$ cat src/design/mfts_pkg.sv
// ----------------------------------------------------------------------------
// mfts_pkg
// shared types and constants of the multilevel feedback thread scheduler
// ----------------------------------------------------------------------------
package mfts_pkg;

  // slot and level geometry
  localparam int MAX_THREADS = 16;
  localparam int NUM_LEVELS  = 6;

  // field widths
  localparam int ID_W    = 4;
  localparam int LVL_W   = 3;
  localparam int OP_W    = 2;
  localparam int FILL_W  = $clog2(MAX_THREADS + 1);
  localparam int QDEPTH  = NUM_LEVELS * MAX_THREADS;
  localparam int QADDR_W = $clog2(QDEPTH);

  localparam logic [LVL_W-1:0] LVL_MAX = LVL_W'(NUM_LEVELS - 1);

  typedef enum logic [OP_W-1:0] {
    OP_CREATE  = 2'd0,
    OP_PREEMPT = 2'd1,
    OP_EXIT    = 2'd2
  } opcode_t;

  typedef struct packed {
    logic [OP_W-1:0]  opcode;
    logic [LVL_W-1:0] level;
  } in_item_t;

  typedef struct packed {
    logic [ID_W-1:0] new_id;
    logic            create_ok;
    logic [ID_W-1:0] running_id;
    logic            running_valid;
    logic            switched;
    logic            halted;
  } out_item_t;

  typedef enum logic [2:0] {
    ST_IDLE,
    ST_EXEC,
    ST_DISP,
    ST_LOAD,
    ST_DONE
  } state_t;

  // controller to datapath commands
  typedef struct packed {
    logic latch;
    logic exec;
    logic disp;
    logic load;
    logic publish;
  } cmd_t;

  // datapath to controller status
  typedef struct packed {
    logic need_disp;
  } stat_t;

endpackage

$ cat src/design/mfts_ram.sv
// ----------------------------------------------------------------------------
// mfts_ram
// generic single write port, single read port ram with registered read
// ----------------------------------------------------------------------------
module mfts_ram #(
  parameter int WIDTH = 8,
  parameter int DEPTH = 16
) (
  input  logic                     clk,
  input  logic                     we,
  input  logic [$clog2(DEPTH)-1:0] waddr,
  input  logic [WIDTH-1:0]         wdata,
  input  logic                     re,
  input  logic [$clog2(DEPTH)-1:0] raddr,
  output logic [WIDTH-1:0]         rdata
);

  logic [WIDTH-1:0] mem [DEPTH];
  logic [WIDTH-1:0] rdata_r;

  always_ff @(posedge clk) begin
    if (we) begin
      mem[waddr] <= wdata;
    end
    if (re) begin
      rdata_r <= mem[raddr];
    end
  end

  assign rdata = rdata_r;

endmodule

$ cat src/design/mfts_ctrl.sv
// ----------------------------------------------------------------------------
// mfts_ctrl
// sequencing state machine and output register valid for the scheduler
// ----------------------------------------------------------------------------
module mfts_ctrl (
  input  logic          clk,
  input  logic          rst_n,
  input  logic          in_valid,
  output logic          in_stall,
  output logic          out_valid,
  input  logic          out_stall,
  input  mfts_pkg::stat_t stat,
  output mfts_pkg::cmd_t  cmd
);

  import mfts_pkg::*;

  state_t state_r, state_nxt;
  logic   out_valid_r, out_valid_nxt;
  logic   out_free;

  assign out_free = !out_valid_r || !out_stall;

  // next state
  always_comb begin
    state_nxt = state_r;
    case (state_r)
      ST_IDLE: begin
        if (in_valid) begin
          state_nxt = ST_EXEC;
        end
      end
      ST_EXEC: begin
        state_nxt = stat.need_disp ? ST_DISP : ST_DONE;
      end
      ST_DISP: state_nxt = ST_LOAD;
      ST_LOAD: state_nxt = ST_DONE;
      ST_DONE: begin
        if (out_free) begin
          state_nxt = ST_IDLE;
        end
      end
      default: state_nxt = ST_IDLE;
    endcase
  end

  // outputs
  always_comb begin
    cmd = '0;
    in_stall = 1'b1;
    case (state_r)
      ST_IDLE: begin
        in_stall  = 1'b0;
        cmd.latch = in_valid;
      end
      ST_EXEC: cmd.exec = 1'b1;
      ST_DISP: cmd.disp = 1'b1;
      ST_LOAD: cmd.load = 1'b1;
      ST_DONE: cmd.publish = out_free;
      default: cmd = '0;
    endcase
  end

  assign out_valid_nxt = cmd.publish || (out_valid_r && out_stall);

  always_ff @(posedge clk) begin
    if (!rst_n) begin
      state_r     <= ST_IDLE;
      out_valid_r <= 1'b0;
    end else begin
      state_r     <= state_nxt;
      out_valid_r <= out_valid_nxt;
    end
  end

  assign out_valid = out_valid_r;

endmodule

$ cat src/design/mfts_dp.sv
// ----------------------------------------------------------------------------
// mfts_dp
// scheduler datapath: slot map, level queues, running thread, result register
// ----------------------------------------------------------------------------
module mfts_dp (
  input  logic                clk,
  input  logic                rst_n,
  input  mfts_pkg::cmd_t      cmd,
  output mfts_pkg::stat_t     stat,
  input  mfts_pkg::in_item_t  in_item,
  output mfts_pkg::out_item_t out_item
);

  import mfts_pkg::*;

  // control state
  logic [MAX_THREADS-1:0] slot_map_r;
  logic [ID_W-1:0]        head_r [NUM_LEVELS];
  logic [FILL_W-1:0]      fill_r [NUM_LEVELS];
  logic [ID_W-1:0]        cur_r;
  logic                   cur_valid_r;
  logic [FILL_W-1:0]      live_r;
  logic                   halt_r;

  // payload state
  logic [LVL_W-1:0] tlevel_r [MAX_THREADS];
  in_item_t         item_r;
  logic [ID_W-1:0]  new_id_r;
  logic             ok_r;
  logic             sw_r;
  logic             hit_r;
  out_item_t        res_r;

  // decode of the held transaction
  logic is_create, is_pre, is_exit;
  logic free_found;
  logic [ID_W-1:0] free_idx;
  logic [LVL_W-1:0] lvl_sat, cur_lvl, demote_lvl, push_lv;
  logic [ID_W-1:0] push_id, push_pos;
  logic [FILL_W:0] push_sum;
  logic push_en;
  logic disp_found;
  logic [LVL_W-1:0] disp_lv;
  logic [ID_W-1:0] disp_head;
  logic [QADDR_W-1:0] waddr, raddr;
  logic [ID_W-1:0] rdata;

  assign is_create = !halt_r && (item_r.opcode == OP_CREATE);
  assign is_pre    = !halt_r && (item_r.opcode == OP_PREEMPT);
  assign is_exit   = !halt_r && (item_r.opcode == OP_EXIT) && cur_valid_r;

  // lowest free slot
  always_comb begin
    free_found = 1'b0;
    free_idx   = '0;
    for (int i = MAX_THREADS - 1; i >= 0; i--) begin
      if (!slot_map_r[i]) begin
        free_found = 1'b1;
        free_idx   = ID_W'(i);
      end
    end
  end

  assign lvl_sat    = (item_r.level > LVL_MAX) ? LVL_MAX : item_r.level;
  assign cur_lvl    = tlevel_r[cur_r];
  assign demote_lvl = (cur_lvl >= LVL_MAX) ? LVL_MAX : cur_lvl + 1'b1;

  assign push_lv  = is_create ? lvl_sat : demote_lvl;
  assign push_id  = is_create ? free_idx : cur_r;
  assign push_sum = {1'b0, FILL_W'(head_r[push_lv])} + {1'b0, fill_r[push_lv]};
  assign push_pos = (push_sum >= (FILL_W+1)'(MAX_THREADS))
                  ? ID_W'(push_sum - (FILL_W+1)'(MAX_THREADS)) : ID_W'(push_sum);
  assign push_en  = cmd.exec && ((is_create && free_found) || (is_pre && cur_valid_r))
                  && (fill_r[push_lv] < FILL_W'(MAX_THREADS));
  assign waddr    = QADDR_W'(int'(push_lv) * MAX_THREADS + int'(push_pos));

  assign stat.need_disp = is_pre || (is_exit && (cur_r != '0));

  // highest nonempty level
  always_comb begin
    disp_found = 1'b0;
    disp_lv    = '0;
    for (int l = NUM_LEVELS - 1; l >= 0; l--) begin
      if (fill_r[l] != '0) begin
        disp_found = 1'b1;
        disp_lv    = LVL_W'(l);
      end
    end
  end

  assign disp_head = head_r[disp_lv];
  assign raddr     = QADDR_W'(int'(disp_lv) * MAX_THREADS + int'(disp_head));

  mfts_ram #(
    .WIDTH (ID_W),
    .DEPTH (QDEPTH)
  ) u_queue_ram (
    .clk   (clk),
    .we    (push_en),
    .waddr (waddr),
    .wdata (push_id),
    .re    (cmd.disp && disp_found),
    .raddr (raddr),
    .rdata (rdata)
  );

  // control state updates
  always_ff @(posedge clk) begin
    if (!rst_n) begin
      slot_map_r  <= '0;
      cur_r       <= '0;
      cur_valid_r <= 1'b0;
      live_r      <= '0;
      halt_r      <= 1'b0;
      for (int l = 0; l < NUM_LEVELS; l++) begin
        head_r[l] <= '0;
        fill_r[l] <= '0;
      end
    end else begin
      if (push_en) begin
        fill_r[push_lv] <= fill_r[push_lv] + 1'b1;
      end
      if (cmd.exec && is_create && free_found) begin
        slot_map_r[free_idx] <= 1'b1;
        live_r <= live_r + 1'b1;
      end
      if (cmd.exec && is_exit) begin
        if (cur_r == '0) begin
          halt_r      <= 1'b1;
          cur_valid_r <= 1'b0;
          cur_r       <= '0;
        end else begin
          // the exiting thread stops running until the dispatch loads another
          slot_map_r[cur_r] <= 1'b0;
          cur_valid_r       <= 1'b0;
          if (live_r != '0) begin
            live_r <= live_r - 1'b1;
          end
        end
      end
      if (cmd.disp) begin
        if (disp_found) begin
          head_r[disp_lv] <= (disp_head == ID_W'(MAX_THREADS - 1))
                           ? '0 : disp_head + 1'b1;
          fill_r[disp_lv] <= fill_r[disp_lv] - 1'b1;
        end else begin
          cur_valid_r <= 1'b0;
          cur_r       <= '0;
        end
      end
      if (cmd.load && hit_r) begin
        cur_r       <= rdata;
        cur_valid_r <= 1'b1;
      end
    end
  end

  // payload updates
  always_ff @(posedge clk) begin
    if (cmd.latch) begin
      item_r <= in_item;
    end
    if (cmd.exec) begin
      new_id_r <= (is_create && free_found) ? free_idx : '0;
      ok_r     <= is_create && free_found;
      sw_r     <= 1'b0;
      if (is_create && free_found) begin
        tlevel_r[free_idx] <= lvl_sat;
      end
      if (is_pre && cur_valid_r) begin
        tlevel_r[cur_r] <= demote_lvl;
      end
    end
    if (cmd.disp) begin
      hit_r <= disp_found;
      sw_r  <= disp_found;
    end
    if (cmd.publish) begin
      res_r.new_id        <= new_id_r;
      res_r.create_ok     <= ok_r;
      res_r.running_id    <= cur_valid_r ? cur_r : '0;
      res_r.running_valid <= cur_valid_r;
      res_r.switched      <= sw_r;
      res_r.halted        <= halt_r;
    end
  end

  assign out_item = res_r;

  // live count tracks the slot map
  a_live_count: assert property (@(posedge clk) disable iff (!rst_n)
    int'(live_r) == $countones(slot_map_r))
    else $error("live thread count disagrees with slot map");

  // a running thread always owns its slot
  a_running_owned: assert property (@(posedge clk) disable iff (!rst_n)
    cur_valid_r |-> slot_map_r[cur_r])
    else $error("running thread has a free slot");

  // nothing runs once halted
  a_halt_idle: assert property (@(posedge clk) disable iff (!rst_n)
    halt_r |-> !cur_valid_r)
    else $error("thread running after halt");

endmodule

$ cat src/design/multilevel_feedback_thread_scheduler.sv
// ----------------------------------------------------------------------------
// multilevel_feedback_thread_scheduler
// hardware thread scheduler with multilevel feedback ready queues
// ----------------------------------------------------------------------------
// usage
//   in channel: in_valid / in_stall carry one command transaction (create,
//   preempt, exit) with a starting level for create
//   out channel: out_valid / out_stall carry one result transaction per
//   command: new slot id, create status, running thread and flags
// sequencing
//   create, exit of thread 0 and ignored commands go from execute straight
//   to publish; preempt and exit with dispatch add a dispatch read and a
//   dispatch load, the registered read of the queue ram at the head of the
//   chosen level
//   one command at a time: the next one is taken only after the previous
//   one has been published
// reset
//   rst_n low clears the slot map, queue heads and fills, running thread
//   and halt flag; queue ram and thread levels are written before use
// back pressure
//   a finished result sits in the output register while out_stall is high;
//   the next command is still accepted and worked on, and waits only at
//   its final step for the output register to drain
// ----------------------------------------------------------------------------
module multilevel_feedback_thread_scheduler (
  input  logic                clk,
  input  logic                rst_n,
  input  logic                in_valid,
  output logic                in_stall,
  input  mfts_pkg::in_item_t  in_item,
  output logic                out_valid,
  input  logic                out_stall,
  output mfts_pkg::out_item_t out_item
);

  import mfts_pkg::*;

  cmd_t  cmd;
  stat_t stat;

  // sequencing: idle, execute, dispatch read, dispatch load, publish
  mfts_ctrl u_ctrl (
    .clk       (clk),
    .rst_n     (rst_n),
    .in_valid  (in_valid),
    .in_stall  (in_stall),
    .out_valid (out_valid),
    .out_stall (out_stall),
    .stat      (stat),
    .cmd       (cmd)
  );

  // slot map, level queues and result register
  mfts_dp u_dp (
    .clk      (clk),
    .rst_n    (rst_n),
    .cmd      (cmd),
    .stat     (stat),
    .in_item  (in_item),
    .out_item (out_item)
  );

endmodule

$ cat config.mk
export PLATFORM = sky130hd
export DESIGN_NAME = multilevel_feedback_thread_scheduler
export DESIGN_NICKNAME = d
export VERILOG_FILES = /design/src/design/mfts_pkg.sv /design/src/design/mfts_ram.sv /design/src/design/mfts_ctrl.sv /design/src/design/mfts_dp.sv /design/src/design/multilevel_feedback_thread_scheduler.sv
export SDC_FILE = /design/constraint.sdc
export NUM_CORES = 1
export LEC_CHECK = 0
export BUFFER_PORTS_ARGS = -buffer_cell sky130_fd_sc_hd__buf_2
export CORE_MARGIN = 2
export CORE_UTILIZATION = 25
export CTS_CLUSTER_SIZE = 8
export DETAILED_ROUTE_END_ITERATION = 7
export GPL_TIMING_DRIVEN = 0
export SYNTH_ARGS = -nofsm -noshare
export SYNTH_HDL_FRONTEND = slang
export SYNTH_HIERARCHICAL = 1
export SYNTH_SLANG_ARGS = --single-unit
$ cat constraint.sdc
create_clock -name clk -period 9.01 [get_ports clk]
set_input_delay 0.901 -clock clk [delete_from_list [all_inputs] [get_ports clk]]
set_output_delay 0.901 -clock clk [all_outputs]
set_load 0.05 [all_outputs]
After elaboration in Yosys (flattened, before gate mapping)
Memories as Yosys holds them, arrays and structs flattened. A register that Yosys moved wholly into a read port is not among the register bits. Cells that the tools add are included.

Flip-flop bits (word level): 50. Memory bits (writable): 486. Output and inout port bits: 14. Logic and storage cells: 198. Memories kept: 4.

Memory list: u_dp.u_queue_ram.mem (words 96, width 4, rd ports 1, clocked after Yosys merged registers in 1, wr ports 1, line mfts_ram.sv:18) `logic [WIDTH-1:0] mem [DEPTH];`; u_dp.tlevel_r (words 16, width 3, rd ports 1, clocked after Yosys merged registers in 1, wr ports 1, line mfts_dp.sv:26) `logic [LVL_W-1:0] tlevel_r [MAX_THREADS];`; u_dp.fill_r (words 6, width 5, rd ports 8, clocked after Yosys merged registers in 0, wr ports 6, line mfts_dp.sv:19) `logic [FILL_W-1:0] fill_r [NUM_LEVELS];`; u_dp.head_r (words 6, width 4, rd ports 2, clocked after Yosys merged registers in 0, wr ports 6, line mfts_dp.sv:18) `logic [ID_W-1:0] head_r [NUM_LEVELS];`.

$add $sub $neg: 8. $lt $le $gt $ge: 8. Equality and inequality tests: 9. Muxes and demuxes: 107. Bitwise gates (word level): 3. Reductions and logical operators: 41.

Operators by type and width (number): $mux W4 (27); $mux W16 (4); $mux W1 (55); $mux W3 (16); $reduce_bool A5 Y1 (6); $logic_and A1 B1 Y1 (17); $and A16 B16 Y16 (1); $not A16 Y16 (1); $or A16 B16 Y16 (1); $pmux W3 S5 (1); $add A7 B4 Y7 (2); $lt A4 B5 Y1 const B (2); $mux W5 (2); $reduce_or A5 Y1 (2); $demux W1 S4 (2); $ge A4 B1 Y1 const B (2); $add A4 B5 Y6 (1); $eq A3 B2 Y1 const B (2); $ge A6 B5 Y1 const B (1); $add A5 B1 Y5 const B (1); $lt A5 B5 Y1 const B (1); $sub A5 B1 Y5 const B (1); $add A4 B1 Y4 const B (1); $eq A4 B4 Y1 const B (1); other kinds (20) (26).

Depth between registers and ports, before layout
Word-level depth: 26. Mapped depth: 23. Gate-level depth less buffers: 20.

By module
The synthesis kept the hierarchy.

By module, submodules not included: mfts_ram (times used 1, cells each 759, area each 15366.0 um^2); mfts_dp (times used 1, cells each 799, area each 8789.7 um^2); mfts_ctrl (times used 1, cells each 24, area each 200.2 um^2).

Worst setup path before layout
OpenSTA, ideal clock, no wires.

Path kind: register to register. Start: reg u_dp/item_r[4] (netlist bit). End: mem u_dp/u_queue_ram/mem[0][2] (netlist bit) (data pin). Library setup time: 0.950 ns. Arrival: 4.852 ns. Data required time: 8.060 ns. Path slack: 3.208 ns. Stages on the path, launching flop included: 5. Buffers on the path: 2. Cells stage by stage: edfxtp_1 or3_1 clkbuf_1 clkbuf_1 o21ai_0.

Cells in the longest elaborated chain, start to end: 3.

Ends and longest elaborated chain: start, declared (line mfts_dp.sv:27) `in_item_t item_r;`; start signal, assigned (line mfts_dp.sv:161) `item_r <= in_item;`; $logic_not A2 Y1 (line mfts_dp.sv:48) `assign is_create = !halt_r && (item_r.opcode == OP_CREATE);`; $logic_and A1 B1 Y1 (line mfts_dp.sv:48); $mux W4 (line mfts_dp.sv:69) `assign push_id = is_create ? free_idx : cur_r;`; via u_dp.push_id[2] (line mfts_dp.sv:39) `logic [ID_W-1:0] push_id, push_pos;`; end, declared (line mfts_ram.sv:18).

The timed path passes the listed nets, and every way through them passes these cells.

==> out/metrics.yaml <==
drv_slew: 0
route.antenna.remaining_nets: 0
wl_mm: 67.1
worst_setup_path_end_kind: "flop"
ys_async_sr_fraction: 0
reg2reg_slack_ns: 1.05
worst_path_max_delay_cell: "nand4_1"
clockBufferDepth: 3
startpoint_type: "flop"
layout-drive-gt1-share: 0.183
worstPathMaxFanout: 15
htree_levels: 3
synth_area_sq_um: 24400
die_y_microns: 316
rsz0062_at_grt: "false"
antenna_cells: 0
ios: 23
area_delta_synth_final_pct: 16.9
seq_area_frac_synth: 0.677
fin_setup_tns_ns: 0
whs_path_depth: 0
synth_top_family_by_area: "multiplexers"
place.gp.congestion: 0.927
synth-xor-area-share: 0.00283
power_frac_clock: 0.449
outcome: "complete, no violations"
path_class: "flop to flop"
synth_top_area_frac: 0.656
cts_tree: "yes"
worstPathCellList: "buf_2 -> clkbuf_1 -> nor2_1 -> a22oi_1 -> a211oi_1 -> or3b_1 -> buf_2 -> inv_2 -> buf_2 -> buf_1 -> clkbuf_1 -> nand2_1 -> nand3_1 -> o21ai_0 -> o21ai_0 -> ha_1 -> inv_1 -> fa_1 -> xnor2_1 -> clkbuf_1 -> nand4_1 -> nor2_1"
drc: 0
sw_frac_of_total: 0.234
core_sq_um: 96600
numCtsBuffers: 79
hpwl_mm: 44.6
synth_compound_area_frac: 0.0595
setup_viol_count_final: 0
clk_pin_slew_ns: 0.05
rows: 114
crit_required_ns: 9.28
reg2reg_to: "u_dp/u_queue_ram/mem[95][1]"
vias: 15026
whs_ns: 0.424
cts.repair.resized: 0
r2r_cells: 22
yosysWarnings: 6
avgSynthCellArea_sq_um: 15.4
worstPathArrival_ns: 8.23
hp-start: "u_dp/sw_r"
wl_per_cell_microns: 22.4
cp_slowest_stage_delay_ns: 0.89
first_iter_violations: 1578
yosysMostFrequentCell: "edfxtp_1"
muxShareOfSynthArea: 0.131
p_sw_mw: 1.40
placed_area_sq_um: 26200
rr_startpoint: "u_dp/cur_r[3]"
ys_top_cells_by_area: "edfxtp_1 (66%), mux4_2 (10%), nor2_1 (2.6%)"
finalPower_mw: 5.99
period_share: 0.884
maxSlewHeadroom: 0.0163
instances_no_fill: 2998
grt_max_degree: 97
grt_overflow_total: 0
grt_antenna_before_repair: 2
grt_pass1_wl_mm: 100
leakagePower_nw: 8.92
post_cts_buffers: 0
finalHoldViolCount: 0
fmax_ghz: 0.126
ys.flop_type: "edfxtp_1"
initial_core_util: 0.252
dpl.cell_count: 2892
max-cap-violations: 0
seq_power_share: 0.476
synth_top_area_cell: "edfxtp_1"
io_buffers: 22
cts_root_buf: "clkbuf_16"
hold-path-endpoint: "u_dp/out_item[1]"
synthSimpleGateAreaFrac: 0.102
synthCells: 1582
hold_buffers: 0
ys_types: 90
synth-seq-cells: 558
irDropWorstVdd_v: 0.000131
synthAdderAreaFrac: 0.00493
nets: 1717
power_per_cell_area_nw_per_um2: 210
hp-class: "flop to flop"
postLayoutCellArea_sq_um: 28500
synth_common_cells: "edfxtp_1 (532), nor2_1 (170), mux4_2 (110), nand2_1 (110), nand3_1 (75)"
p_int_mw: 4.59
period_minus_slack_ns: 7.96
skew_ns: 0.0407
worst_slew_pin_slew_ns: 1.46
dr.pass1.iters: 5
clk_latency_ns: 0.63
synth_edf_count: 532
clock-sinks: 558
first_global_vias: 15299
track_usage: 0.133
fp.dieW_microns: 316
dieArea_sq_um: 99900
pwr-share-comb: 0.076
vias_per_cell: 5.01
==> per-layer routing <==
layer  vias up  global-route usage  share of wire  routed length [microns]
li1       6465                   -              -                        -
met1      7658               0.173           0.41                    27500
met2       743               0.218           0.48                    32100
met3       158              0.0312          0.082                     5490
met4         2              0.0452          0.030                     2040
met5         -                   0        0.00019                       13
==> worst max path at each step <==
stage                     slack [ns]                     endpoint            from  depth (start not counted)
after floorplan                 3.21   u_dp/u_queue_ram/mem[0][2]  u_dp/item_r[4]                          4
after global placement         -1.09  u_dp/u_queue_ram/mem[94][2]  u_dp/item_r[4]                          4
after detailed placement        1.25  u_dp/u_queue_ram/mem[95][1]   u_dp/cur_r[3]                         22
after CTS                       1.20  u_dp/u_queue_ram/mem[95][2]   u_dp/cur_r[3]                         22
after global routing            0.60  u_dp/u_queue_ram/mem[95][2]   u_dp/cur_r[3]                         22
final                           1.05  u_dp/u_queue_ram/mem[95][1]   u_dp/cur_r[3]                         22
==> cells by family after synthesis <==
group                      after synthesis
DFF                                    558
xor gates and xnor gates                 7
adders and majority gates                9
buffers and inverters                  119
other                                    1
and+or+nand+nor                        516
AOI/OAI and AO/OA                      196
muxes                                  176
==> power by group through the flow <==
stage / clock network, mW / logic, mW / registers [mW]
global placement: 0 / 0.438 / 2.90
CTS: 2.74 / 0.446 / 2.85
global route: 2.84 / 0.478 / 2.85
finish: 2.69 / 0.453 / 2.85
detailed placement: 0 / 0.443 / 2.90
floorplan: 0 / 0.286 / 2.90
==> critical path: cells and delay by family, from the launching register on <==
kind,cells,cell delay [ns]
and+or+nand+nor,6,2.29
xor gates and xnor gates,1,0.14
buffers and inverters,9,3.34
DFF,1,0.40
adders and majority gates,2,0.62
AOI/OAI and AO/OA,4,0.79
==> cells in the final DEF (no fill, tap or decap), drive strengths merged, types with 6 or more instances in the layout <==
cell	Yosys	final
a31oi	9	9
o221a	13	13
dfxtp	26	26
a21boi	9	9
conb	1	8
nor3	38	38
edfxtp	532	532
mux2i	54	54
a21o	6	6
or4	7	7
nand3b	11	11
mux4	112	112
a211oi	11	11
mux2	10	10
a21oi	20	20
or3	12	12
nor2b	16	16
o22ai	30	30
nand4	12	12
nand2b	15	15
nor2	170	170
nor4	8	8
nand2	110	110
o21ai	31	31
buf	40	68
nor3b	7	7
clkbuf	41	140
inv	38	40
o32ai	6	6
and2	18	18
nand3	75	75
or2	8	8
ha	8	8
a2111oi	6	6
==> registers in the layout (all words and copies together) (netlist names) <==
signal                  cells
u_dp/hit_r                  1
u_dp/u_queue_ram/rdata      4
u_ctrl/out_valid            1
u_ctrl/state_r              3
u_dp/new_id_r               4
u_dp/out_item              12
u_dp/ok_r                   1
u_dp/head_r                32
u_dp/cur_r                  4
u_dp/cur_valid_r            1
u_dp/halt_r                 1
u_dp/u_queue_ram/mem      384
u_dp/sw_r                   1
u_dp/fill_r                40
u_dp/slot_map_r            16
u_dp/tlevel_r              48
u_dp/item_r                 5
==> metrics by stage <==
step	util	setup WS [ns]
2_1_floorplan	-	3.21
3_3_place_gp	0.270	-1.09
3_5_place_dp	0.272	1.25
4_1_cts	0.295	1.20
5_1_grt	0.295	0.598
6_report	0.295	1.05
==> cell type report <==
class                   count  area [sq um]
clock buffers              98          2070
multi-input cells         912          7390
repair buffers             29           233
well taps                1276          1600
flip-flops and latches    558         16500
clock inverters             6           160
fillers                  9537         68100
plain buffers              81           398
inverters                  38           143
No activity file was read; power rests on OpenSTA's default activity.
